===== config.mk =====
export PLATFORM = sky130hd
export DESIGN_NAME = dltq_cell
export DESIGN_NICKNAME = d
export VERILOG_FILES = /design/src/rtl/dltq_pkg.sv /design/src/rtl/dltq_cell.sv
export SDC_FILE = /design/constraint.sdc
export NUM_CORES = 1
export LEC_CHECK = 0
export BUFFER_PORTS_ARGS = -buffer_cell sky130_fd_sc_hd__buf_4
export CAP_MARGIN = 20
export CORE_ASPECT_RATIO = 0.75
export CORE_UTILIZATION = 50
export CTS_CLUSTER_DIAMETER = 120
export DETAILED_ROUTE_END_ITERATION = 16
export PLACE_DENSITY = 0.74
export SYNTH_ARGS = -nofsm -noshare
export SYNTH_HDL_FRONTEND = slang
export SYNTH_SLANG_ARGS = --single-unit
export TNS_END_PERCENT = 10

===== constraint.sdc =====
create_clock -name i_clk -period 4.51 [get_ports i_clk]
set_input_delay 0.2255 -clock i_clk [delete_from_list [all_inputs] [get_ports i_clk]]
set_output_delay 0.2255 -clock i_clk [all_outputs]
set_load 0.005 [all_outputs]

===== src/rtl/dltq_pkg.sv =====
// ============================================================================
// dltq_pkg: shared types and constants of the delta-list timer queue
// Operation codes, result codes, controller states and cell commands.
// ============================================================================
package dltq_pkg;

    localparam int NUM_TIMERS_DEF  = 16;
    localparam int COUNT_WIDTH_DEF = 32;

    localparam int OP_W    = 3;
    localparam int TID_W   = 4;
    localparam int FIELD_W = 32;

    // expiry reports kept per tick transaction
    localparam int RESULT_CAP = 16;
    localparam int RC_W       = $clog2(RESULT_CAP + 1);

    localparam logic [OP_W-1:0] OP_TICK   = 3'd0;
    localparam logic [OP_W-1:0] OP_START  = 3'd1;
    localparam logic [OP_W-1:0] OP_STOP   = 3'd2;
    localparam logic [OP_W-1:0] OP_MODIFY = 3'd3;
    localparam logic [OP_W-1:0] OP_QUERY  = 3'd4;

    localparam logic KIND_STATUS = 1'b0;
    localparam logic KIND_EXPIRY = 1'b1;
    localparam logic ST_OK       = 1'b0;
    localparam logic ST_ERR      = 1'b1;

    typedef enum logic [3:0] {
        S_IDLE,
        S_OP,
        S_INS,
        S_FIND,
        S_RES,
        S_TCHK,
        S_TRLD,
        S_TREP,
        S_TEND
    } t_state;

    typedef enum logic [2:0] {
        C_HOLD,
        C_SUB,
        C_REMOVE,
        C_REMADD,
        C_INSERT
    } t_cell_cmd;

endpackage


===== src/rtl/dltq_cell.sv =====
// ============================================================================
// dltq_cell: one slot of the expiry-ordered queue
// Holds timer id and delta; shifts with its neighbors on insert and remove.
// ============================================================================
module dltq_cell
    import dltq_pkg::*;
#(
    parameter int IDX = 0,
    parameter int IW  = 4,
    parameter int CW  = 32
) (
    input  logic          i_clk,
    input  logic          i_rst_n,
    input  t_cell_cmd     i_cmd,
    input  logic [IW-1:0] i_pos,
    input  logic [IW-1:0] i_nid,
    input  logic [CW-1:0] i_x,
    input  logic          i_lv,
    input  logic [IW-1:0] i_lid,
    input  logic [CW-1:0] i_ld,
    input  logic          i_rv,
    input  logic [IW-1:0] i_rid,
    input  logic [CW-1:0] i_rd,
    output logic          o_v,
    output logic [IW-1:0] o_id,
    output logic [CW-1:0] o_d
);

    localparam logic [IW:0] K = (IW+1)'(IDX);

    logic          r_v;
    logic [IW-1:0] r_id;
    logic [CW-1:0] r_d;
    logic [IW:0]   pos_x;
    logic [IW:0]   pos_n;

    assign pos_x = {1'b0, i_pos};
    assign pos_n = pos_x + 1'b1;

    always_ff @(posedge i_clk) begin
        if (!i_rst_n) begin
            r_v <= 1'b0;
        end else begin
            case (i_cmd)
                C_REMOVE: begin
                    if (K >= pos_x) r_v <= i_rv;
                end
                C_REMADD: begin
                    if (K >= pos_x) r_v <= i_rv;
                end
                C_INSERT: begin
                    if (K == pos_x) r_v <= 1'b1;
                    else if (K > pos_x) r_v <= i_lv;
                end
                default: ;
            endcase
        end
    end

    always_ff @(posedge i_clk) begin
        case (i_cmd)
            C_SUB: begin
                if (K == pos_x) r_d <= r_d - i_x;
            end
            C_REMOVE: begin
                if (K >= pos_x) begin
                    r_id <= i_rid;
                    r_d  <= i_rd;
                end
            end
            C_REMADD: begin
                // successor absorbs the leaving delta
                if (K == pos_x) begin
                    r_id <= i_rid;
                    r_d  <= i_rd + r_d;
                end else if (K > pos_x) begin
                    r_id <= i_rid;
                    r_d  <= i_rd;
                end
            end
            C_INSERT: begin
                if (K == pos_x) begin
                    r_id <= i_nid;
                    r_d  <= i_x;
                end else if (K == pos_n) begin
                    r_id <= i_lid;
                    r_d  <= i_ld - i_x;
                end else if (K > pos_n) begin
                    r_id <= i_lid;
                    r_d  <= i_ld;
                end
            end
            default: ;
        endcase
    end

    assign o_v  = r_v;
    assign o_id = r_id;
    assign o_d  = r_d;

endmodule


# Word-level counts from Yosys, hierarchy flattened

Cells that the tools add are included.

Input bits: 119
Word-level logic and storage cells: 48
Output and inout bits: 37
Bits in registers: 37

Order comparisons: 3
Reductions and logical operators: 9
Eq/ne operators: 10
Muxes and demuxes: 19
$add $sub $neg: 4

Operators by type and width:

| kind                | number |
|---|---|
| $mux 32             | 7 |
| $pmux 32 s4         | 1 |
| $sub 32x32->32      | 2 |
| $add 32x32->32      | 1 |
| $mux 4              | 6 |
| $pmux 4 s3          | 1 |
| $logic_not 5->1     | 2 |
| $eq 3x2->1 const B  | 2 |
| $ne 3x3->1 const B  | 2 |
| $add 4x1->5 const B | 1 |
| $gt 1x5->1 const A  | 1 |
| $reduce_and 5->1    | 1 |
| $ge 1x4->1 const A  | 1 |
| $gt 1x4->1 const A  | 1 |
| $ne 2x2->1 const B  | 2 |
| $ne 4x4->1 const B  | 1 |
| $reduce_and 4->1    | 1 |
| $reduce_bool 4->1   | 1 |
| $eq 3x1->1 const B  | 1 |
| $eq 3x3->1 const B  | 1 |
| $mux 1              | 3 |
| $reduce_and 3->1    | 1 |
| $reduce_bool 3->1   | 1 |
| $ne 2x1->1 const B  | 1 |
| other kinds (3)     | 3 |

# Longest topological paths before layout

Depth in word-level cells: 6
Gate-level depth with buffers: 12

# Least setup slack after synthesis

Ideal clock, no wire load.

Path type: input -> register
From: input i_pos[0]
To: register r_d[0], in the netlist o_d[0] (enable)
Library setup time: 470 ps
Cell stages on the path: 5
Path slack: 813 ps
Data arrival time: 3227 ps
Buffers on the path: 1
Cell sequence: inv_1 -> ha_1 -> nand2_1 -> clkbuf_1 -> o31ai_1

Cells in the longest elaborated chain, start to end: 4
Elaborated cells between the ends (all ways): 11

RTL lines:

| what                                          | RTL line                         | RTL |
|---|---|---|
| from (decl)                                   | dltq_cell.sv:15                  | `input logic [IW-1:0] i_pos,` |
| $add 4x1->5                                   | dltq_cell.sv:38                  | `assign pos_n = pos_x + 1'b1;` |
| $gt 1x5->1 or $logic_not 5->1 (tied branches) | dltq_cell.sv:88, dltq_cell.sv:85 |  |
| $ne 4x4->1 (no line)                          | --                               |  |
| $reduce_and 5->1 (no line) (*)                | --                               |  |
| to (signal assigned)                          | dltq_cell.sv:84                  | `r_d <= i_x;` |
| to (signal assigned)                          | dltq_cell.sv:87                  | `r_d <= i_ld - i_x;` |
| to (signal assigned)                          | dltq_cell.sv:90                  | `r_d <= i_ld;` |
| to (decl)                                     | dltq_cell.sv:33                  | `logic [CW-1:0] r_d;` |

Mark *: on every way between the ends. The rest lies on a longest branch, timed or not.
A chain may end at the register's enable or synchronous reset.

# Worst setup path after layout

From: register r_d[1], in the netlist o_d[1]
To: register r_d[31], in the netlist o_d[31], data pin

Cells in the longest elaborated chain, start to end: 3
Elaborated cells between the ends (all ways): 5

RTL lines:

| what                                             | RTL line                         | RTL |
|---|---|---|
| from (signal assigned)                           | dltq_cell.sv:63                  | `if (K == pos_x) r_d <= r_d - i_x;` |
| from (signal assigned)                           | dltq_cell.sv:68                  | `r_d <= i_rd;` |
| from (signal assigned)                           | dltq_cell.sv:75                  | `r_d <= i_rd + r_d;` |
| $add 32x32->32 or $sub 32x32->32 (tied branches) | dltq_cell.sv:75, dltq_cell.sv:63 |  |
| $mux 32 (on tied branches)                       | dltq_cell.sv:73, dltq_cell.sv:63 |  |
| $pmux 32 s4 (*)                                  | dltq_cell.sv:61                  | `case (i_cmd)` |

Mark *: on every way between the ends. The rest lies on a longest branch, timed or not. The select of a mux whose other input is x is not followed.

==> run summary <==
Switching share of total power: 0.391
Full die area: 0.0154 mm²
Setup CP Type: reg -> reg
CP Launch Type: register
Peak supply drop: 0.145 mV
Top cell type's share of synthesized area: 0.161
Tot Pwr: 1.64 mW
Yosys top cell by area: ha_1
Top post-synthesis cells by area: ha_1, edfxtp_1, a21oi_1
Int Pwr: 0.999 mW
Utilization after layout: 0.620
Share of the yosys chip area belonging to registers: 0.148
Vias in the first global route: 7533
Worst hold path type: in -> reg
Register-to-register setup slack: 0.76 ns
Initial core utilization: 0.514
Total Wirelength: 24900 µm
PD cells: 182 mW/mm²
Pin count of the biggest net entering global routing: 26
First-pass GRT wire length: 38500 µm
Cts hold-fix bufs: 0
Die width: 143 µm
Mapped Nets: 1200
Routability cong.: 0.953
Placed Instances: 1316
Final #Nets: 1341
R2r endpoint: o_d[31]$_DFFE_PP_
Clock transition at path regs: 0.06 ns
Most frequent cells after synthesis: a21oi_1, ha_1, nand2_1
Status: complete, no violations
Hold Path Depth: 3
DP HPWL: 19700 µm
Cell count after synthesis: 982
Top_reg_cell synth: edfxtp_1
Vias per inst: 6.31
Initial DRC count: 725
Diodes inserted: 0
Most frequent cell after synthesis: a21oi_1
Final setup TNS: 0 ns
Setup-failing EPs final: 0
Slew margin rel.: 0.281
Row count: 38
Share of layout cells above drive strength 1: 0.166
CP endpoint: o_d[31]$_DFFE_PP_
Crit path from: o_d[1]$_DFFE_PP_
Synth warnings: 0
Final instance area: 0.00899 mm²
Sw Pwr: 0.640 mW
Syn avg cell area: 7.58 µm²
Area of the mapped netlist: 0.00745 mm²
Clock share of power: 0.232
Seq pwr share: 0.246
Placeable Area: 0.0145 mm²
CTS tree: built
Combinational power share: 0.522
Clk sinks: 37
DRT antenna net count: 0
Pins Over Slew Limit: 0
Worst reg2reg path depth: 10
DRC violations left: 0
Final hold violation count: 0
Final setup skew: 0.0134 ns
Synth cell types: 77
Leakage: 4.09 nW
Antenna violations before repair: 0
Root Buffer: clkbuf_16
Die height: 108 µm
Global-route usage over all layers: 0.322
Max Cap Viol: 0
Required time of the critical path: 4.53 ns
First drt pass iteration count: 5
Hold_sp: i_rst_n
Fillers: 1371
Final Critical Period: 3.75 ns
Final non-filler cell total: 1324
R2R Path Start: o_d[1]$_DFFE_PP_
WP data arrival: 3.77 ns
Fmax: 267 MHz
Post-CTS setup buffers: 0
Cell Area, Placed: 0.00884 mm²
Area growth syn-to-layout: 20.7%
Clock buffer depth: 2
GR Overflow Total: 0
H-tree depth: 2
Tightest Pin Transition: 1.07 ns
Seq cells post-synth: 37
Number of CTS-inserted buffers: 5
Worst-path maximum fanout: 5
IO buf count: 154
Vias: 8353
RSZ-0062 raised after global routing: false
WL/cell: 18.8 µm
Element type at the critical path end: register
Clock Latency Late Sink: 0.29 ns
Post-synth EDFFs: 36
Ys async rst share: 0
Post-CTS resize count: 0
Ports: 156
Final worst path period share: 0.831
layout make-up:
cell class	count	area (µm²)	area share
Clock buffer	8	146	0.0163
Inverter	53	199	0.0221
Multi-Input combinational cell	859	6040	0.672
Sequential cell	37	1100	0.122
Tap cell	200	250	0.0278
Timing Repair Buffer	167	1250	0.139
through the flow:
stage	hold WS, ns	setup slack (ns)
final	0.194	0.762
after global routing	0.209	0.690
after CTS	0.190	0.915
after detailed placement	0.483	0.908
after global placement	0.464	0.992
after floorplan	0.352	0.813
flip-flops by register name (all words and copies together) (netlist names):
name / count
o_id: 4
o_d: 32
o_v: 1
critical path, cell delays in order (launching register included):
cell and delay (ns):
edfxtp_1 0.50, ha_1 0.34, a211oi_1 0.09, o21ai_1 0.35, a31o_1 0.27, nor2_1 0.14, o41ai_2 0.73, o221a_1 0.36
xnor2_1 0.15, nor3_1 0.06, or4b_1 0.46
cells in the final DEF (no fill, tap or decap), types with 18 or more instances in the layout:
master	synthesis	routed
edfxtp_1	36	36
nor3_1	18	18
ha_1	96	96
o21a_1	19	19
inv_1	52	52
buf_4	1	167
a21o_1	36	36
o21ai_0	64	64
nand2_1	88	88
xnor2_1	35	35
nor2_1	79	77
a21oi_1	100	99
xor2_1	36	36
nand3_1	20	20
logic make-up (layout without fill, tap and decap cells):
group / after synthesis / count (layout) / synth area share
xor gates and xnor gates: 71 / 71 / 0.0835
AOI/OAI and AO/OA: 396 / 396 / 0.361
buffers and inverters: 86 / 228 / 0.0442
adders and majority gates: 99 / 99 / 0.169
muxes: 13 / 13 / 0.0175
and+or+nand+nor: 280 / 280 / 0.177
DFF: 37 / 37 / 0.148
routing by layer:
metal / global-route usage / vias to the layer above / part of all wire
li1: - / 4049 / -
met1: 0.475 / 3819 / 0.46
met2: 0.474 / 449 / 0.41
met3: 0.0538 / 36 / 0.11
met4: 0.0868 / 0 / 0.020
met5: 0 / - / 0
power by group through the flow:
| stage | Combinational (mW) | Clock (mW) | Sequential [mW] |
|---|---|---|---|
| after floorplan | 0.573 | 0 | 0.410 |
| final | 0.855 | 0.381 | 0.403 |
| after global routing | 0.936 | 0.394 | 0.404 |
| after global placement | 0.824 | 0 | 0.410 |
| after detailed placement | 0.833 | 0 | 0.411 |
| after CTS | 0.838 | 0.381 | 0.403 |
how the worst min path moves through the flow:
stage / slack [ns] / end
after CTS: 0.19 / o_v$_SDFFE_PN0P_
after detailed placement: 0.48 / o_v$_SDFFE_PN0P_
after floorplan: 0.35 / o_v$_SDFFE_PN0P_
final: 0.19 / o_v$_SDFFE_PN0P_
after global placement: 0.46 / o_v$_SDFFE_PN0P_
after global routing: 0.21 / o_v$_SDFFE_PN0P_
Power figures use the tool's default switching activity.
